### src/rtl/complex_fir_filter_unit_assert.svh
// Assertion macros for the complex FIR filter RTL.
`ifndef COMPLEX_FIR_FILTER_UNIT_ASSERT_SVH
`define COMPLEX_FIR_FILTER_UNIT_ASSERT_SVH

// Same-cycle implication, disabled while reset is asserted.
`define CFIR_ASSERT_IMM(label, clk, rst_n, ante, cons) \
	label: assert property (@(posedge clk) disable iff (!rst_n) (ante) |-> (cons)) \
		else $error("cfir assertion failed");

// Next-cycle implication, disabled while reset is asserted.
`define CFIR_ASSERT_NEXT(label, clk, rst_n, ante, cons) \
	label: assert property (@(posedge clk) disable iff (!rst_n) (ante) |=> (cons)) \
		else $error("cfir assertion failed");

`endif

### src/rtl/cfir_pkg.sv
// Types, constants and codes shared by the complex FIR filter modules.
package cfir_pkg;

	localparam int MAX_TAPS = 64;
	localparam int ADDR_W   = 6;
	localparam int NT_W     = 7;
	localparam int SAMPLE_W = 16;
	localparam int TAP_W    = 16;
	localparam int FRAC_W   = TAP_W - 1;
	localparam int PROD_W   = SAMPLE_W + TAP_W;
	localparam int ACC_W    = 40;

	localparam logic [1:0] MODE_FILTER = 2'd0;
	localparam logic [1:0] MODE_TAP    = 2'd1;
	localparam logic [1:0] MODE_CLEAR  = 2'd2;

	typedef logic [ADDR_W-1:0] addr_t;
	typedef logic signed [PROD_W-1:0] prod_t;
	typedef logic signed [PROD_W:0] psum_t;
	typedef logic signed [ACC_W-1:0] acc_t;

	typedef struct packed {
		logic [SAMPLE_W-1:0] re;
		logic [SAMPLE_W-1:0] im;
	} cplx_t;

	// Control that travels along the multiply-accumulate pipeline.
	typedef struct packed {
		logic valid;
		logic first;
		logic last;
		logic use_x0;
	} mac_ctrl_t;

endpackage

### src/rtl/cfir_mac.sv
// Complex multiply-accumulate pipeline with rounding and saturation of the final sum.
module cfir_mac (
	input  logic                          clk,
	input  logic                          arst_n,
	input  cfir_pkg::mac_ctrl_t           ctrl,
	input  cfir_pkg::cplx_t               x0,
	input  cfir_pkg::cplx_t               hist,
	input  cfir_pkg::cplx_t               coef,
	output logic                          res_valid,
	output logic [cfir_pkg::SAMPLE_W-1:0] res_re,
	output logic [cfir_pkg::SAMPLE_W-1:0] res_im,
	output logic                          res_sat
);

	cfir_pkg::mac_ctrl_t ctrl_s1, ctrl_s2, ctrl_s3;
	cfir_pkg::cplx_t x;
	cfir_pkg::prod_t p_rr_s2, p_ii_s2, p_ri_s2, p_ir_s2;
	cfir_pkg::psum_t sum_re, sum_im;
	cfir_pkg::acc_t acc_re_q, acc_im_q;
	cfir_pkg::acc_t rnd_re, rnd_im;
	logic [cfir_pkg::SAMPLE_W-1:0] fin_re, fin_im;
	logic clip_re, clip_im;
	logic res_valid_q;
	logic [cfir_pkg::SAMPLE_W-1:0] res_re_q, res_im_q;
	logic res_sat_q;

	// The bits above the result must all match its sign bit, else the value is clipped.
	function automatic logic [cfir_pkg::SAMPLE_W:0] sat_word(input cfir_pkg::acc_t r);
		logic [cfir_pkg::ACC_W-cfir_pkg::FRAC_W-cfir_pkg::SAMPLE_W:0] top;
		logic fits;
		top  = r[cfir_pkg::ACC_W-1:cfir_pkg::FRAC_W+cfir_pkg::SAMPLE_W-1];
		fits = (top == '0) || (top == '1);
		if (fits) begin
			sat_word = {1'b0, r[cfir_pkg::FRAC_W+cfir_pkg::SAMPLE_W-1:cfir_pkg::FRAC_W]};
		end else if (r[cfir_pkg::ACC_W-1]) begin
			sat_word = {1'b1, 1'b1, {(cfir_pkg::SAMPLE_W-1){1'b0}}};
		end else begin
			sat_word = {1'b1, 1'b0, {(cfir_pkg::SAMPLE_W-1){1'b1}}};
		end
	endfunction

	// The newest sample comes straight from the input register, not from the history memory.
	assign x = ctrl_s1.use_x0 ? x0 : hist;

	always_ff @(posedge clk) begin
		p_rr_s2 <= cfir_pkg::prod_t'($signed(x.re)) * cfir_pkg::prod_t'($signed(coef.re));
		p_ii_s2 <= cfir_pkg::prod_t'($signed(x.im)) * cfir_pkg::prod_t'($signed(coef.im));
		p_ri_s2 <= cfir_pkg::prod_t'($signed(x.re)) * cfir_pkg::prod_t'($signed(coef.im));
		p_ir_s2 <= cfir_pkg::prod_t'($signed(x.im)) * cfir_pkg::prod_t'($signed(coef.re));
	end

	assign sum_re = cfir_pkg::psum_t'(p_rr_s2) - cfir_pkg::psum_t'(p_ii_s2);
	assign sum_im = cfir_pkg::psum_t'(p_ri_s2) + cfir_pkg::psum_t'(p_ir_s2);

	always_ff @(posedge clk) begin
		if (ctrl_s2.valid) begin
			if (ctrl_s2.first) begin
				acc_re_q <= cfir_pkg::acc_t'(sum_re);
				acc_im_q <= cfir_pkg::acc_t'(sum_im);
			end else begin
				acc_re_q <= acc_re_q + cfir_pkg::acc_t'(sum_re);
				acc_im_q <= acc_im_q + cfir_pkg::acc_t'(sum_im);
			end
		end
	end

	assign rnd_re = acc_re_q + (cfir_pkg::acc_t'(1) <<< (cfir_pkg::FRAC_W - 1));
	assign rnd_im = acc_im_q + (cfir_pkg::acc_t'(1) <<< (cfir_pkg::FRAC_W - 1));
	assign {clip_re, fin_re} = sat_word(rnd_re);
	assign {clip_im, fin_im} = sat_word(rnd_im);

	// The result registers hold until the next item finishes.
	always_ff @(posedge clk) begin
		if (ctrl_s3.valid && ctrl_s3.last) begin
			res_re_q  <= fin_re;
			res_im_q  <= fin_im;
			res_sat_q <= clip_re | clip_im;
		end
	end

	always_ff @(posedge clk or negedge arst_n) begin
		if (!arst_n) begin
			ctrl_s1     <= '0;
			ctrl_s2     <= '0;
			ctrl_s3     <= '0;
			res_valid_q <= 1'b0;
		end else begin
			ctrl_s1     <= ctrl;
			ctrl_s2     <= ctrl_s1;
			ctrl_s3     <= ctrl_s2;
			res_valid_q <= ctrl_s3.valid & ctrl_s3.last;
		end
	end

	assign res_valid = res_valid_q;
	assign res_re    = res_re_q;
	assign res_im    = res_im_q;
	assign res_sat   = res_sat_q;

endmodule

### config.mk
export PLATFORM = sky130hd
export DESIGN_NAME = cfir_mac
export DESIGN_NICKNAME = d
export VERILOG_FILES = /design/src/rtl/complex_fir_filter_unit_assert.svh /design/src/rtl/cfir_pkg.sv /design/src/rtl/cfir_mac.sv
export SDC_FILE = /design/constraint.sdc
export NUM_CORES = 2
export LEC_CHECK = 0
export ABC_AREA = 1
export BUFFER_PORTS_ARGS = -buffer_cell sky130_fd_sc_hd__buf_2
export CORE_MARGIN = 4
export CORE_UTILIZATION = 55
export CTS_CLUSTER_SIZE = 28
export DETAILED_ROUTE_END_ITERATION = 8
export PLACE_DENSITY_LB_ADDON = 0.12
export SYNTH_ARGS = -nofsm -noshare
export SYNTH_HDL_FRONTEND = slang
export SYNTH_SLANG_ARGS = --single-unit
### constraint.sdc
create_clock -name clk -period 16.8 [get_ports clk]
set_clock_uncertainty 0.15 [all_clocks]
set_input_delay 0.84 -clock clk [delete_from_list [all_inputs] [get_ports clk]]
set_output_delay 0.84 -clock clk [all_outputs]
set_load 0.02 [all_outputs]
# --- Word level (Yosys, flattened, before mapping) ---
# Cells that the tools add are included.
word_totals:
  register_bits: 251
  latch_bits: 0
  mem_bits_rw: 0
  romBits: 0
  inputBits: 102
  wordCells: 45
  mem_count: 0
op_classes:
  addsub: 6
  n_mul: 4
  div_mod_pow: 0
  order_cmp: 0
  eq_ne: 2
  shift: 0
  mux: 7
  n_bitwise: 2
  reduce_logical: 5
op_table:
  columns: ["op", "count"]
  rows:
  - ["multiplier 16 x 16 -> 32 bit", 4]
  - ["adder 40 x 16 -> 40 bit (second input constant)", 2]
  - ["adder 40 x 33 -> 40 bit", 2]
  - ["two-way mux 40 bit", 2]
  - ["two-way mux 17 bit", 2]
  - ["adder 32 x 32 -> 33 bit", 1]
  - ["subtractor 32 x 32 -> 33 bit", 1]
  - ["two-way mux 16 bit", 2]
  - ["two-way mux 32 bit", 1]
  - ["== test 10 bit (second input constant)", 2]
  - ["logical NOT 10 bit", 2]
  - ["logical OR 1 bit", 2]
  - ["bitwise AND 1 bit", 1]
  - ["logical AND 1 bit", 1]
  - ["OR 1 bit", 1]

# --- Depth between registers and ports, before layout ---
depth:
  ltp_word: 5
  ltp_mapped: 31
  mapped_depth_nobuf: 29

# --- Least setup slack after synthesis ---
# OpenSTA, ideal clock, no wires.
synth_path:
  path_type: "input-to-reg"
  startpoint: "in hist[31] in the netlist's numbering"
  endpoint: "reg p_ri_s2[30]"
  setup_time_ns: 0.112
  arrival_ns: 6.351
  path_slack_ns: 10.187
  stages: 21
  path_buffers: 1
  cell_sequence: "or2_2 -> o21ai_1 -> clkbuf_1 -> nor2_1 -> fa_1 -> fa_1 -> fa_1 -> fa_1 -> fa_1 -> inv_1 -> fa_1 -> inv_1 -> ha_1 -> nand2_1 -> nor2_1 -> inv_1 -> nor2_1 -> nand2_1 -> or2_2 -> nand3_1 -> nand2_1"
synth_via:
  elab_chain_len: 2
synth_rtl:
  columns: ["item", "line", "source"]
  rows:
  - ["from (decl)", "cfir_mac.sv:7", "input cfir_pkg::cplx_t hist,"]
  - ["two-way mux 32 bit", "cfir_mac.sv:43", "assign x = ctrl_s1.use_x0 ? x0 : hist;"]
  - ["multiplier 16 x 16 -> 32 bit", "cfir_mac.sv:48", "p_ri_s2 <= cfir_pkg::prod_t'($signed(x.re)) * cfir_pkg::prod_t'($signed(coef.im));"]
  - ["to (signal assigned)", "cfir_mac.sv:48", null]
  - ["to (decl)", "cfir_mac.sv:17", "cfir_pkg::prod_t p_rr_s2, p_ii_s2, p_ri_s2, p_ir_s2;"]
# No other way between the ends.
# A chain may end at the register's enable or synchronous reset.

# --- Worst setup path in the final report ---
layout_path:
  startpoint: "reg ctrl_s1[0] in the netlist's numbering"
  endpoint: "reg p_rr_s2[22]"
layout_via:
  elab_chain_len: 2
layout_rtl:
  columns: ["item", "line", "source"]
  rows:
  - ["from (decl)", "cfir_mac.sv:15", "cfir_pkg::mac_ctrl_t ctrl_s1, ctrl_s2, ctrl_s3;"]
  - ["from (signal assigned)", "cfir_mac.sv:88", "ctrl_s1 <= ctrl;"]
  - ["two-way mux 32 bit", "cfir_mac.sv:43", null]
  - ["multiplier 16 x 16 -> 32 bit", "cfir_mac.sv:46", "p_rr_s2 <= cfir_pkg::prod_t'($signed(x.re)) * cfir_pkg::prod_t'($signed(coef.re));"]
  - ["to (signal assigned)", "cfir_mac.sv:46", null]
  - ["to (decl)", "cfir_mac.sv:17", null]
# No other way between the ends.

==> impl_metrics.json <==
{
  "fmaxAchievable_mhz": 112.6,
  "pin_count": 136,
  "wl_met2_um": 86250,
  "whs_path_depth": 1,
  "top_layer_used": "met5",
  "multi_input_area_sq_mm": 0.04551,
  "reg2reg_from": "ctrl_s1[0]",
  "totalWireLength_um": 194300,
  "min_path_type": "in -> reg",
  "io_buffers": 135,
  "dpl.hpwl_um": 158200,
  "crit_chain": "buf_4 > inv_2 > or2_2 > nand2_1 > clkinv_1 > nand2_1 > fa_1 > inv_1 > fa_1 > fa_1 > fa_1 > fa_1 > inv_1 > fa_1 > inv_1 > ha_1 > nand2_1 > inv_1 > nand2_1 > nor2_1 > nand4_1 > nand3_1 > a21oi_1 > xnor2_1",
  "worstSetupEndpointType": "flip-flop",
  "cts_root_buffer": "clkbuf_16",
  "ys_ff_latch": 251,
  "dpl_cell_area_sq_mm": 0.06071,
  "rsz0062_at_grt": "no",
  "status": "finished, final reports clean",
  "min_period_ns": 8.881,
  "fill_cells": 10080,
  "initial_utilization": 0.5554,
  "synth_top_area_cell": "fa_1",
  "cp_num_cells": 24,
  "hold_viol_final": 0,
  "post-cts-setup-buffer-count": 0,
  "yosys-top-cells-area": "fa_1 (36%), nand2_1 (10%), inv_1 (10%)",
  "cp_max_fo": 33,
  "worst-endpoint-arrival_ns": 9.23,
  "path_clk_slew_ns": 0.08,
  "synth_top_cell_area_share": 0.3592,
  "clockBufferDepth": 3,
  "slew_headroom": 0.1795,
  "grt_pass1_vias": 51970,
  "dr_wl_met3_um": 19890,
  "die_h_um": 334.5,
  "startpoint": "ctrl_s1[0]",
  "cts_tree": "yes",
  "insertion_delay_ns": 0.63,
  "first_iter_violations": 4070,
  "post_drt_wl_per_cell_um": 21.31,
  "synth_seq_area_share": 0.1059,
  "via_per_inst": 5.535,
  "seqCellArea_sq_mm": 0.006211,
  "synth_nets": 9296,
  "cts_sinks": 251,
  "grt_start_max_net_pins": 89,
  "vias": 50470,
  "overflow": 0,
  "crit_top_cell": "fa_1",
  "worst_slew_pin_slew_ns": 1.228,
  "fin_setup_tns_ns": 0,
  "cp_data_required_time_ns": 17.15,
  "fin_nets": 9326,
  "slowest_stage": "clkinv_1",
  "finalCritPeriodShare": 0.5286,
  "dieArea_sq_mm": 0.1119,
  "synth_area_per_cell_sq_um": 7.644,
  "antenna_found_initial": 8,
  "track_usage": 0.3500,
  "synth_area_sq_mm": 0.05863,
  "path_delay_family": "adder cells",
  "grt_pass1_wl_um": 299800,
  "h-tree-depth": 1,
  "met1Wirelength_um": 76340,
  "final-setup-viol-count": 0,
  "max_stage_delay_ns": 1.11,
  "areaGrowthSynthToFinish_pct": 5.363,
  "r2r_cells": 24,
  "numCtsBuffers": 30,
  "coreArea_sq_mm": 0.1056,
  "routabilityCongestion": 1.017,
  "fin_area_sq_mm": 0.06177,
  "layout-drive-gt1-share": 0.04816,
  "synthCells": 7670,
  "rows": 119,
  "first_pass_iters": 6,
  "drv_cap": 0,
  "postRouteAntennaNets": 0,
  "die_w_um": 334.5,
  "worstSetupPathType": "reg -> reg",
  "critPathLaunchType": "flip-flop",
  "yosysWarnings": 0,
  "drv_slew": 0,
  "min_from": "ctrl[2]",
  "drc": 0,
  "ys_types": 52,
  "crit_buf_inv": 7
}
-- cells in the mapped netlist (all sizes together) --
master	n
nor4	5
or2	71
a31oi	12
o211ai	14
and2	18
o2111ai	1
a211oi	2
buf	17
edfxtp	113
a221oi	5
nor2	1026
nand4	69
xnor2	81
nor3b	1
nor3	47
o211a	1
dfrtp	10
mux2	1
nand2	1666
nand3	260
xor2	132
dfxtp	128
o31ai	2
a21boi	16
clkinv	19
ha	472
clkbuf	170
o21ai	224
o21bai	41
a21o	27
a31o	2
fa	1052
a21oi	291
nand3b	28
nand2b	4
inv	1633
o21a	9
-- cell families after synthesis --
kind of cell / after synthesis / share of synthesized area
buf+inv: 1839 / 0.1183
mux: 1 / 0.0001921
compound gates: 647 / 0.06082
fa+ha+maj: 1524 / 0.4600
flops: 251 / 0.1059
simple gates: 3195 / 0.2230
xor+xnor: 213 / 0.03182
-- final cells by class --
cell class / instances / area share
repair buffers: 185 / 0.01705
diodes: 4 / 0.0001620
multi-input cells: 5580 / 0.7368
inverters: 1652 / 0.1004
clock inverters: 13 / 0.002431
clock buffers: 43 / 0.01444
flip-flops and latches: 251 / 0.1005
well taps: 1391 / 0.02818
-- registers in the layout, indices dropped and copies added, names as in the netlist, 2 cells and up --
register	count
ctrl_s2	3
ctrl_s1	4
p_rr_s2	32
p_ir_s2	32
res_re	16
p_ri_s2	32
acc_re_q	40
acc_im_q	40
res_im	16
p_ii_s2	32
ctrl_s3	2
-- layout by cell type, fill, tap and decap left out, types with 32 or more instances in the layout --
master | synthesis | layout
fa_1 | 1052 | 1052
dfxtp_1 | 128 | 128
inv_1 | 1626 | 1625
o21ai_0 | 210 | 209
o21bai_1 | 41 | 41
clkbuf_16 | 0 | 32
buf_4 | 1 | 49
or2_2 | 71 | 71
nand4_1 | 69 | 69
nand3_1 | 254 | 254
nor3_1 | 45 | 45
edfxtp_1 | 113 | 113
ha_1 | 472 | 472
xor2_1 | 132 | 132
nand2_1 | 1639 | 1639
buf_2 | 4 | 135
xnor2_1 | 81 | 81
nor2_1 | 1016 | 1016
a21oi_1 | 291 | 291
-- per-stage QoR --
stage | worst slack [ns] | cells | hold slack [ns] | utilization
after floorplan | 10.19 | 7670 | 0.1812 | -
final | 7.919 | 9119 | 0.1892 | 0.5852
after global placement | 8.408 | 9058 | 0.1833 | 0.5751
after CTS | 8.271 | 9115 | 0.1579 | 0.5851
after detailed placement | 8.327 | 9058 | 0.1912 | 0.5751
after global routing | 7.787 | 9118 | 0.1744 | 0.5851
-- path summary, 6_finish.rpt --
path | endpoint | slack, ns
setup / recovery | p_rr_s2[22] | 7.92
hold / removal | ctrl_s1[2] | 0.19
setup reg to reg | p_rr_s2[22] | 7.92
hold reg to reg | ctrl_s2[3] | 0.20
max in group asynchronous | ctrl_s2[3] | 15.63
min in group asynchronous | ctrl_s1[0] | 0.53
-- worst reg2reg max path: stages, from the launching register on --
cell and delay (ns):
dfrtp_1 0.35, buf_4 0.37, inv_2 0.38, or2_2 0.38
nand2_1 0.89, clkinv_1 1.12, nand2_1 0.38, fa_1 0.47
inv_1 0.09, fa_1 0.46, fa_1 0.47, fa_1 0.50
fa_1 0.50, inv_1 0.05, fa_1 0.47, inv_1 0.04
ha_1 0.35, nand2_1 0.11, inv_1 0.07, nand2_1 0.07
nor2_1 0.31, nand4_1 0.29, nand3_1 0.25, a21oi_1 0.11
xnor2_1 0.14
-- timing repair --
| action | 4_1_cts | 5_1_grt |
|---|---|---|
| hold buffers | 1 | 0 |
| gates resized for setup | 0 | 0 |
| hold endpoints to repair | 10 | 0 |
-- layer usage --
metal / GRT usage / vias up
li1: - / 23160
met1: 0.4573 / 24460
met2: 0.5518 / 2335
met3: 0.08368 / 508
met4: 0.1678 / 4
met5: 0 / -
Power is not shown: default switching activity piles up to over one toggle a cycle in this logic, so the estimate is an artifact.
